### src/hdl/bae_pkg.sv
// Shared types, codes and step tables for the button auto-repeat encoder.
`default_nettype none
package bae_pkg;

  localparam int unsigned LEVELS = 5;  // hold levels above zero
  localparam int unsigned MULT_W = 35; // hold_step_us * 5 fits in 35 bits

  localparam logic [1:0] MODE_IDLE = 2'd0;
  localparam logic [1:0] MODE_UP   = 2'd1;
  localparam logic [1:0] MODE_DOWN = 2'd2;

  localparam logic CMD_SAMPLE = 1'b0;
  localparam logic CMD_READ   = 1'b1;

  localparam int unsigned CFG_REVERSE   = 0;
  localparam int unsigned CFG_HOLD_STEP = 1;

  localparam logic [31:0] HOLD_STEP_RST = 32'd1000000;

  typedef struct packed {
    logic        cmd;
    logic [31:0] now_us;
    logic        up_pin_level;
    logic        down_pin_level;
  } in_item_t;

  typedef struct packed {
    logic signed [31:0] change;
    logic [1:0]         mode;
    logic signed [31:0] position;
  } out_item_t;

  // Config as seen by the datapath: multiples 1..5 of the hold step.
  typedef struct packed {
    logic                          reverse;
    logic [LEVELS-1:0][MULT_W-1:0] hold_mult;
  } cfg_t;

  function automatic logic [17:0] step_rate(input logic [2:0] lvl);
    logic [17:0] r;
    case (lvl)
      3'd0:    r = 18'd200000;
      3'd1:    r = 18'd100000;
      3'd2:    r = 18'd50000;
      default: r = 18'd20000;
    endcase
    return r;
  endfunction

  function automatic logic [2:0] step_size(input logic [2:0] lvl);
    logic [2:0] s;
    case (lvl)
      3'd4:    s = 3'd2;
      3'd5:    s = 3'd4;
      default: s = 3'd1;
    endcase
    return s;
  endfunction

endpackage
`default_nettype wire

### src/hdl/button_autorepeat_encoder_top.sv
// Top level: input register, update core, result register and handshakes.
// An accepted item waits in the input register, then goes to the result register.
// Throughput: one item per cycle unless out_stall holds a full result register.
// in_stall rises only while the result register is full and out_stall is high.
// Synchronous active-low reset clears the pipeline, the button state,
// the position counters and the config (reverse off, hold step 1000000 us).
`default_nettype none
module button_autorepeat_encoder_top
  import bae_pkg::*;
#(
  parameter int unsigned CFG_IDX_W = 4
) (
  input  wire logic                 clk,
  input  wire logic                 rst_n,
  input  wire logic                 in_valid,
  output logic                      in_stall,
  input  in_item_t                  in_item,
  output logic                      out_valid,
  input  wire logic                 out_stall,
  output out_item_t                 out_item,
  input  wire logic                 cfg_valid,
  output logic                      cfg_ready,
  input  wire logic [CFG_IDX_W-1:0] cfg_index,
  input  wire logic [31:0]          cfg_data
);

  logic      in_vld_r, out_vld_r;
  in_item_t  in_item_r;
  out_item_t out_item_r, result;
  cfg_t      cfg;
  logic      advance, in_take;

  assign advance   = in_vld_r && (!out_vld_r || !out_stall);
  assign in_stall  = in_vld_r && !advance;
  assign in_take   = in_valid && !in_stall;
  assign cfg_ready = 1'b1;

  bae_cfg #(.CFG_IDX_W(CFG_IDX_W)) u_cfg (
    .clk       (clk),
    .rst_n     (rst_n),
    .cfg_valid (cfg_valid),
    .cfg_index (cfg_index),
    .cfg_data  (cfg_data),
    .cfg       (cfg)
  );

  bae_core u_core (
    .clk    (clk),
    .rst_n  (rst_n),
    .go     (advance),
    .item   (in_item_r),
    .cfg    (cfg),
    .result (result)
  );

  always_ff @(posedge clk) begin
    if (!rst_n) begin
      in_vld_r  <= 1'b0;
      out_vld_r <= 1'b0;
    end else begin
      if (in_take) begin
        in_vld_r <= 1'b1;
      end else if (advance) begin
        in_vld_r <= 1'b0;
      end
      if (advance) begin
        out_vld_r <= 1'b1;
      end else if (!out_stall) begin
        out_vld_r <= 1'b0;
      end
    end
  end

  always_ff @(posedge clk) begin
    if (in_take) begin
      in_item_r <= in_item;
    end
    if (advance) begin
      out_item_r <= result;
    end
  end

  assign out_valid = out_vld_r;
  assign out_item  = out_item_r;

endmodule
`default_nettype wire

### src/hdl/bae_cfg.sv
// Configuration registers, holding precomputed multiples of the hold step.
`default_nettype none
module bae_cfg
  import bae_pkg::*;
#(
  parameter int unsigned CFG_IDX_W = 4
) (
  input  wire logic                 clk,
  input  wire logic                 rst_n,
  input  wire logic                 cfg_valid,
  input  wire logic [CFG_IDX_W-1:0] cfg_index,
  input  wire logic [31:0]          cfg_data,
  output cfg_t                      cfg
);

  function automatic logic [LEVELS-1:0][MULT_W-1:0] mults(input logic [31:0] d);
    logic [LEVELS-1:0][MULT_W-1:0] m;
    logic [MULT_W-1:0]             dx;
    dx   = MULT_W'(d);
    m[0] = dx;
    m[1] = dx << 1;
    m[2] = dx + (dx << 1);
    m[3] = dx << 2;
    m[4] = dx + (dx << 2);
    return m;
  endfunction

  logic                          reverse_r;
  logic [LEVELS-1:0][MULT_W-1:0] hold_mult_r;

  always_ff @(posedge clk) begin
    if (!rst_n) begin
      reverse_r   <= 1'b0;
      hold_mult_r <= mults(HOLD_STEP_RST);
    end else if (cfg_valid) begin
      if (cfg_index == CFG_IDX_W'(CFG_REVERSE)) begin
        reverse_r <= cfg_data[0];
      end
      if (cfg_index == CFG_IDX_W'(CFG_HOLD_STEP)) begin
        hold_mult_r <= mults(cfg_data);
      end
    end
  end

  assign cfg.reverse   = reverse_r;
  assign cfg.hold_mult = hold_mult_r;

endmodule
`default_nettype wire

### src/hdl/bae_core.sv
// Button state, position tracking and the per-item update.
`default_nettype none
module bae_core
  import bae_pkg::*;
(
  input  wire logic clk,
  input  wire logic rst_n,
  input  wire logic go,
  input  in_item_t  item,
  input  cfg_t      cfg,
  output out_item_t result
);

  logic [1:0]  held_mode_r, held_mode_nxt;
  logic [31:0] press_start_r, press_start_nxt;
  logic [31:0] last_step_r, last_step_nxt;
  logic [31:0] position_r, position_nxt;
  logic [31:0] read_pos_r, read_pos_nxt;

  logic [31:0]       elapsed, since_step, diff, step;
  logic [LEVELS-1:0] past_mult;
  logic [2:0]        lvl;
  logic              step_due, pin;
  logic [31:0]       change;

  // Hold level = number of hold-step multiples already passed, so at most 5
  always_comb begin
    elapsed = item.now_us - press_start_r;
    for (int k = 0; k < LEVELS; k++) begin
      past_mult[k] = MULT_W'(elapsed) >= cfg.hold_mult[k];
    end
    lvl = 3'(past_mult[0]) + 3'(past_mult[1]) + 3'(past_mult[2])
        + 3'(past_mult[3]) + 3'(past_mult[4]);
    since_step = item.now_us - last_step_r;
    step_due   = since_step > 32'(step_rate(lvl));
    step       = 32'(step_size(lvl));
    diff       = position_r - read_pos_r;
  end

  always_comb begin
    held_mode_nxt   = held_mode_r;
    press_start_nxt = press_start_r;
    last_step_nxt   = last_step_r;
    position_nxt    = position_r;
    read_pos_nxt    = read_pos_r;
    change          = '0;
    pin             = 1'b1;
    if (item.cmd == CMD_READ) begin
      change       = cfg.reverse ? (32'd0 - diff) : diff;
      read_pos_nxt = position_r;
    end else begin
      unique case (held_mode_r)
        MODE_UP, MODE_DOWN: begin
          pin = (held_mode_r == MODE_UP) ? item.up_pin_level : item.down_pin_level;
          if (pin) begin
            held_mode_nxt = MODE_IDLE;
          end else if (step_due) begin
            position_nxt  = (held_mode_r == MODE_UP) ? position_r + step
                                                     : position_r - step;
            last_step_nxt = item.now_us;
          end
        end
        default: begin
          // idle (and the unused code): up wins over down
          held_mode_nxt = MODE_IDLE;
          if (!item.up_pin_level) begin
            press_start_nxt = item.now_us;
            last_step_nxt   = item.now_us;
            held_mode_nxt   = MODE_UP;
            position_nxt    = position_r + 32'd1;
          end else if (!item.down_pin_level) begin
            press_start_nxt = item.now_us;
            last_step_nxt   = item.now_us;
            held_mode_nxt   = MODE_DOWN;
            position_nxt    = position_r - 32'd1;
          end
        end
      endcase
    end
  end

  always_ff @(posedge clk) begin
    if (!rst_n) begin
      held_mode_r   <= MODE_IDLE;
      press_start_r <= '0;
      last_step_r   <= '0;
      position_r    <= '0;
      read_pos_r    <= '0;
    end else if (go) begin
      held_mode_r   <= held_mode_nxt;
      press_start_r <= press_start_nxt;
      last_step_r   <= last_step_nxt;
      position_r    <= position_nxt;
      read_pos_r    <= read_pos_nxt;
    end
  end

  assign result.change   = change;
  assign result.mode     = held_mode_nxt;
  assign result.position = position_nxt;

`ifndef ASSERT_OFF
  a_read_syncs: assert property (@(posedge clk) disable iff (!rst_n)
    go && item.cmd == CMD_READ |=> read_pos_r == $past(position_r))
    else $error("read item did not catch up read position");

  a_read_keeps_pos: assert property (@(posedge clk) disable iff (!rst_n)
    go && item.cmd == CMD_READ |=> $stable(position_r) && $stable(held_mode_r))
    else $error("read item disturbed button state");

  a_sample_keeps_read: assert property (@(posedge clk) disable iff (!rst_n)
    !(go && item.cmd == CMD_READ) |=> $stable(read_pos_r))
    else $error("read position moved without a read item");

  a_press_up: assert property (@(posedge clk) disable iff (!rst_n)
    go && item.cmd == CMD_SAMPLE && held_mode_r == MODE_IDLE && !item.up_pin_level
    |=> held_mode_r == MODE_UP && position_r == $past(position_r) + 32'd1)
    else $error("up press from idle did not step by one");
`endif

endmodule
`default_nettype wire
### config.mk
export PLATFORM = sky130hd
export DESIGN_NAME = button_autorepeat_encoder_top
export DESIGN_NICKNAME = d
export VERILOG_FILES = /design/src/hdl/bae_pkg.sv /design/src/hdl/button_autorepeat_encoder_top.sv /design/src/hdl/bae_cfg.sv /design/src/hdl/bae_core.sv
export SDC_FILE = /design/constraint.sdc
export NUM_CORES = 1
export LEC_CHECK = 0
export BUFFER_PORTS_ARGS = -buffer_cell sky130_fd_sc_hd__buf_2
export CAP_MARGIN = 10
export CORE_MARGIN = 3
export CORE_UTILIZATION = 35
export DETAILED_ROUTE_END_ITERATION = 10
export MAX_ROUTING_LAYER = met4
export SLEW_MARGIN = 20
export SYNTH_ARGS = -nofsm -noshare
export SYNTH_HDL_FRONTEND = slang
export SYNTH_HIERARCHICAL = 1
export SYNTH_SLANG_ARGS = --single-unit
### constraint.sdc
create_clock -name clk -period 13.9 [get_ports clk]
set_input_delay 2.78 -clock clk [delete_from_list [all_inputs] [get_ports clk]]
set_output_delay 2.78 -clock clk [all_outputs]
set_load 0.01 [all_outputs]
==> results of run 1 <==
## stage by stage
stage	cells	power [W]
2_1_floorplan	3696	0.001994
3_3_place_gp	4693	0.002295
3_5_place_dp	4693	0.002303
4_1_cts	4771	0.003458
5_1_grt	4772	0.003656
6_report	4772	0.003425
## metal layers
layer  vias to the layer above  track usage, %  part of all wire [%]
li1                      13080               -                     -
met1                     11830           25.10                    47
met2                       569           30.27                    46
met3                        96           2.340                   4.6
met4                         0           4.126                   2.0
met5                         -               -                     0
## state kept, by name (all words and copies together), names as in the netlist
signal	flops
out_item	66
u_cfg/reverse_r	1
u_core/read_pos_r	32
u_core/held_mode_r	2
out_valid	1
in_vld_r	1
u_core/press_start_r	32
u_core/last_step_r	32
in_item_r	35
u_core/position_r	32
u_cfg/cfg	98
## worst paths after layout
check             cells after the start                     to      startpoint  slack (ps)
setup / recovery                     43  u_core/position_r[12]    in_item_r[2]        2550
hold / removal                        2         u_cfg/cfg[156]  u_cfg/cfg[156]         450
setup reg to reg                     43  u_core/position_r[12]    in_item_r[2]        2550
hold reg to reg                       2         u_cfg/cfg[156]  u_cfg/cfg[156]         450
## worst max-delay path, delay by kind of cell (launching register included)
kind | cells | cell delay, ps
compound gates | 19 | 4410
xor+xnor | 1 | 180
fa+ha+maj | 7 | 2410
buf+inv | 4 | 520
flops | 1 | 410
mux | 1 | 410
simple gates | 11 | 2890
## cells by family (layout without fill, tap and decap cells)
logic type      count (synthesis)  count (layout)  synth area share [%]
fa+ha+maj                     373             373                 16.30
xor+xnor                      182             182                 5.495
compound gates               1058            1058                 23.40
mux                            16              16                0.5607
buf+inv                       538             554                 8.027
other cells                     2              11               0.02589
simple gates                 1186            1186                 19.80
flops                         332             332                 26.40
## placed cells by master, fill, tap and decap left out, drive strengths merged, types with 18 or more instances in the layout
cell	instances
or3	29
xnor2	123
xor2	59
o21a	58
nor3	53
nand3	122
nor2	180
and3	32
a22oi	19
a21o	92
o31ai	18
or2	18
o21bai	25
buf	163
clkbuf	65
dfxtp	231
nand4	64
a211oi	28
ha	365
o21ai	268
a21oi	262
and2	48
nand2	458
o211ai	49
nor2b	54
a21boi	69
inv	315
or4	18
nand2b	47
a31oi	35
edfxtp	101
nor4	22
## report_power, final
part	switching [W]	leakage (nW)	total, W	internal (W)
combinational	0.000720	9.28	0.00121	0.000486
sequential	0.0000383	2.85	0.00109	0.00105
clock	0.000456	0.695	0.00113	0.000676
## area by class of cell
| type | instances | area (µm²) |
|---|---|---|
| Clock inverter | 13 | 171.4 |
| Clock buffer | 65 | 1249 |
| Multi-Input combinational cell | 2826 | 19110 |
| Fill cell | 8482 | 49750 |
| Sequential cell | 332 | 7657 |
| Inverter | 313 | 1175 |
| Tap cell | 1060 | 1326 |
| Timing Repair Buffer | 163 | 897.1 |
==> summary.md, run 1 <==
| Metric | Value |
|---|---|
| Post-synth ARST share | `0%` |
| Average wire per standard cell | `16.90 µm` |
| Worst hold slack | `451.5 ps` |
| DRT Wirelength | `80.64 mm` |
| DP Area | `30,130 µm²` |
| Routed Antenna Nets | `0` |
| Crit path time final | `11,350 ps` |
| Arrival time worst endpoint | `11,830 ps` |
| YS warnings | `6` |
| Worst-path clk slew | `60 ps` |
| Largest net degree at the start of global routing | `144` |
| CP endpoint kind | `register` |
| Clock latency on the worst-skew pair | `590 ps` |
| Initial antenna violation count | `3` |
| Commonest cells in the synthesized netlist | `nand2_1, ha_1, inv_1` |
| Vias | `25,580` |
| Maxcap violations | `0` |
| Area growth syn-to-layout | `8.872%` |
| Total GRT Usage | `18.74%` |
| Mapped Cells | `3,687` |
| Clock Skews | `41.96 ps` |
| Crit path required time | `14,380 ps` |
| EDFF count, synth | `101` |
| Most Frequent Cell on Critical Path | `ha_1` |
| Die Area | `86,370 µm²` |
| P per Cell Area | `108.5 nW/µm²` |
| Initial DRC count | `1,666` |
| Core ar. | `81,330 µm²` |
| Post_cts resized | `0` |
| Seq/Total Area, Yosys | `26.40%` |
| Ranking of synthesized cells by area | `dfxtp_1, ha_1, edfxtp_1` |
| Number of setup buffers added after CTS | `0` |
| Yosys top cell by area | `dfxtp_1` |
| Fin util | `38.83%` |
| Relative slew slack | `32.01%` |
| RSZ-0062 raised after global routing | `false` |
| Worst Hold Class | `register to register` |
| Grt total ovfl | `0` |
| Slew Viols, Final | `0` |
| Rows | `104` |
| Vias/cell | `5.360` |
| Distinct cells, synth | `91` |
| Worst-path maximum fanout | `20` |
| Most frequent cell after synthesis | `nand2_1` |
| Final GP Congestion | `0.9319` |
| Clk root buf | `clkbuf_16` |
| Final setup viols | `0` |
| TNS Setup | `0 ps` |
| Final Hold Viols | `0` |
| Place WS | `2650 ps` |
| Dominant synthesized flop cell | `dfxtp_1` |
| Post-DP HPWL | `61.19 mm` |
| Share of cells above drive strength 1 | `7.355%` |
| P_leak | `12.82 nW` |
| CTS Buf Count | `42` |
| Slowest cell on the critical path | `nor4_1` |
| Period utilization | `81.69%` |
| Hold buffers post-CTS | `0` |
| Vias in the first global route | `23,570` |
| Peak supply drop | `0.00008206 V` |
| Ant. Diodes | `0` |
| First-pass GRT wire length | `129.0 mm` |
| Die Wd | `293.9 µm` |
| Fmax | `0.08807 GHz` |
| Run status | `finished clean` |
| Htree depth | `2` |
| Synth top area share | `15.94%` |
| Final net count | `4,127` |
| Pre-antenna DRT Iters | `5` |
| Residual DRC count | `0` |
| Slowest stage delay, CP | `750 ps` |
| IO buf count | `143` |
| CTS tree | `built` |
| Post-Syn Area | `29,010 µm²` |
| Die Y | `293.9 µm` |
| Clk buf depth | `3` |
| Critical Path Start Type | `register` |
| Worst Path Class, Setup | `register to register` |
| Initial cell density of the core | `35.67%` |
| Clk sinks | `332` |
| Avg Cell Area, Syn | `7.868 µm²` |
| Setup ws final | `2546 ps` |
| Fin area | `31,580 µm²` |
| #FFs+latches synth | `332` |
| Least-Margin Pin Slew | `994.2 ps` |
| I/O Pins | `145` |
Power figures use the tool's default switching activity.
==> run 2: changes to the inputs <==
--- a/config.mk
+++ b/config.mk
@@ -5,6 +5,7 @@
 export SDC_FILE = /design/constraint.sdc
 export NUM_CORES = 1
 export LEC_CHECK = 0
+export ABC_AREA = 1
 export BUFFER_PORTS_ARGS = -buffer_cell sky130_fd_sc_hd__buf_2
 export CAP_MARGIN = 10
 export CORE_MARGIN = 3
==> constraint.sdc (replaced) <==
create_clock -name clk -period 10.7 [get_ports clk]
set_input_delay 2.14 -clock clk [delete_from_list [all_inputs] [get_ports clk]]
set_output_delay 2.14 -clock clk [all_outputs]
set_load 0.01 [all_outputs]
==> summary.md, run 2 <==
| Metric | Value |
|---|---|
| CTS Buf Count | `41 (-2.4%)` |
| Most common cell after layout, fill and taps aside | `nand2_1` |
| Hold buffers post-CTS | `0 (unchanged)` |
| Fmax | `0.1019 GHz (+16%)` |
| Cells after DPL | `6,237 (+33%)` |
| EDFF count, synth | `101 (unchanged)` |
| Avg Cell Area, Syn | `6.356 µm² (-19%)` |
| P per Cell Area | `139.5 nW/µm² (+29%)` |
| Die Wd | `309.6 µm (+5.3%)` |
| Period utilization | `91.69% (+10 points)` |
| Core ar. | `90,700 µm² (+12%)` |
| Fillers | `9,830 (+16%)` |
| First-pass GRT wire length | `156.1 mm (+21%)` |
| Clk sinks | `332 (unchanged)` |
| Initial cell density of the core | `35.56% (-0.11 points)` |
| Pre-antenna DRT Iters | `6 (+1)` |
| Most frequent cells in the layout | `nand2_1, inv_1, a21oi_1` |
| Crit path required time | `11,040 ps (-3340 ps)` |
| Vias in the first global route | `28,580 (+21%)` |
| IO buf count | `143 (unchanged)` |
| YS warnings | `6 (unchanged)` |
| Area growth syn-to-layout | `8.430%` |
| Synth top area share | `15.48% (-0.46 points)` |
| Slew Viols, Final | `0 (unchanged)` |
| Fin util | `38.56% (-0.28 points)` |
| Crit path time final | `9811 ps (-1543 ps)` |
| Distinct cells, synth | `64 (-30%)` |
| P_leak | `17.94 nW (+40%)` |
| Clock Skews | `43.32 ps (+1.360 ps)` |
| Total GRT Usage | `20.88% (+2.1 points)` |
| Register area | `7657 µm² (unchanged)` |
| Max FFs per register | `98 (unchanged)` |
| Yosys top cell by area | `nand2_1` |
| Rows | `110 (+5.8%)` |
| I/O Pins | `145 (unchanged)` |
| Post_cts resized | `0 (unchanged)` |
| Place WS | `1071 ps (-1580 ps)` |
| Maxcap violations | `0 (unchanged)` |
| Vias/cell | `4.939 (-7.9%)` |
| Initial DRC count | `2,188 (+31%)` |
| Most Frequent Cell on Critical Path | `inv_1` |
| Residual DRC count | `0 (unchanged)` |
| TNS Setup | `0 ps (unchanged)` |
| RSZ-0062 raised after global routing | `false` |
| Initial antenna violation count | `9 (+6)` |
| Number of setup buffers added after CTS | `0 (unchanged)` |
| Non-filler cells, final | `6,316 (+32%)` |
| Vias | `31,200 (+22%)` |
| Final GP Congestion | `0.9487 (+1.8%)` |
| Least-Margin Pin Slew | `1078 ps (+84.26 ps)` |
| Commonest cells in the synthesized netlist | `nand2_1, inv_1, a21oi_1` |
| Worst-path clk slew | `60 ps (about the same)` |
| Share of cells above drive strength 1 | `5.976% (-1.4 points)` |
| Slowest cell on the critical path | `nor4_1` |
| Run status | `finished clean` |
| Worst-path maximum fanout | `5 (-75%)` |
| Die Y | `309.6 µm (+5.3%)` |
| Relative slew slack | `28.03% (-4.0 points)` |
| Average wire per standard cell | `15.75 µm (-6.8%)` |
| Slowest stage delay, CP | `630 ps (-120 ps)` |
| Largest net degree at the start of global routing | `81 (-44%)` |
| Clock latency on the worst-skew pair | `590 ps (about the same)` |
| Die Area | `95,820 µm² (+11%)` |
| Ranking of synthesized cells by area | `nand2_1, dfxtp_1, ha_1` |
| Post-DP HPWL | `79.63 mm (+30%)` |
| Setup ws final | `888.9 ps (-1657 ps)` |
| CTS tree | `built` |
| Arrival time worst endpoint | `10,160 ps (-1670 ps)` |
| Dominant synthesized flop cell | `dfxtp_1` |
| CP endpoint kind | `register` |
| Peak supply drop | `0.00009330 V (+14%)` |
| Final net count | `5,553 (+35%)` |
| Mapped Cells | `5,074 (+38%)` |
| Routed Antenna Nets | `0 (unchanged)` |
| Grt total ovfl | `0 (unchanged)` |
| Post-Syn Area | `32,250 µm² (+11%)` |
| #FFs+latches synth | `332 (unchanged)` |
| Worst Hold Class | `register to register` |
| Multi-input logic area | `20,030 µm² (+4.8%)` |
| Seq/Total Area, Yosys | `23.74% (-2.7 points)` |
| Critical Path Start Type | `register` |
| Clk root buf | `clkbuf_16` |
| Most frequent cell after synthesis | `nand2_1` |
| Htree depth | `2 (unchanged)` |
| Final setup viols | `0 (unchanged)` |
| DRT Wirelength | `99.50 mm (+23%)` |
| Worst hold slack | `455.6 ps (+4.107 ps)` |
| Worst Path Class, Setup | `register to register` |
| Final Hold Viols | `0 (unchanged)` |
| Post-synth ARST share | `0% (unchanged)` |
| Clk buf depth | `3 (unchanged)` |
-- run 2: cell count changes after synthesis, moves of 62 or more --
cell      delta
nand2_1    +873
inv_1      +616
nor2_1     +229
a21oi_1    +163
nand3_1    +136
xnor2_1     -87
a21o_1      -75
a21boi_0    -62
-- run 2: worst max-delay path, delay by kind of cell (launching register included) --
kind / cells / cell delay, ps
DFF: 1 / 340
adders and majority gates: 8 / 2800
AOI/OAI and AO/OA: 16 / 3520
xor gates and xnor gates: 2 / 600
and+or+nand+nor: 9 / 1780
buffers and inverters: 7 / 500
-- run 2: cells by family (layout without fill, tap and decap cells) --
group           after synthesis  after routing  share of synthesized area [%]
xor+xnor                    128            128                          3.476
compound gates              841            841                          14.40
buf+inv                    1132           1186                          14.31
mux                           1              1                        0.03104
flops                       332            332                          23.74
simple gates               2265           2265                          29.36
other cells                   2             14                        0.02329
fa+ha+maj                   373            373                          14.66
-- run 2: final timing paths --
kind	from	cells past startpoint	slack (ps)	end
max	in_item_r[2]	42	890	out_item[20]
min	u_core/read_pos_r[30]	2	460	u_core/read_pos_r[30]
max reg2reg	in_item_r[2]	42	890	out_item[20]
min reg2reg	u_core/read_pos_r[30]	2	460	u_core/read_pos_r[30]
-- run 2: routing by layer --
| layer | vias to the layer above | global-route usage, % | wire length, µm |
|---|---|---|---|
| li1 | 16310 | - | - |
| met1 | 14000 | 27.14 | 45900 |
| met2 | 758 | 34.78 | 46040 |
| met3 | 128 | 2.348 | 5313 |
| met4 | 0 | 4.808 | 2245 |
| met5 | - | - | 0 |
-- run 2: power breakdown --
group	switching, W	leakage (nW)	internal (W)
Combinational	0.00134	14.4	0.000694
Sequential	0.0000564	2.86	0.00138
Clock	0.000584	0.666	0.000827
-- run 2: layout make-up --
| cell class | instances | area share [%] |
|---|---|---|
| multi-input cells | 3619 | 57.27 |
| flip-flops and latches | 332 | 21.90 |
| clock buffers | 61 | 3.531 |
| diodes | 3 | 0.02147 |
| inverters | 939 | 10.08 |
| clock inverters | 15 | 0.3435 |
| repair buffers | 171 | 2.655 |
| well taps | 1176 | 4.208 |
-- run 2: stage by stage --
stage,area (µm²),total power [W]
CTS,34960,0.004914
floorplan,32280,0.002931
detailed placement,33610,0.003472
global route,34970,0.005263
finish,34970,0.004877
global placement,33610,0.003449
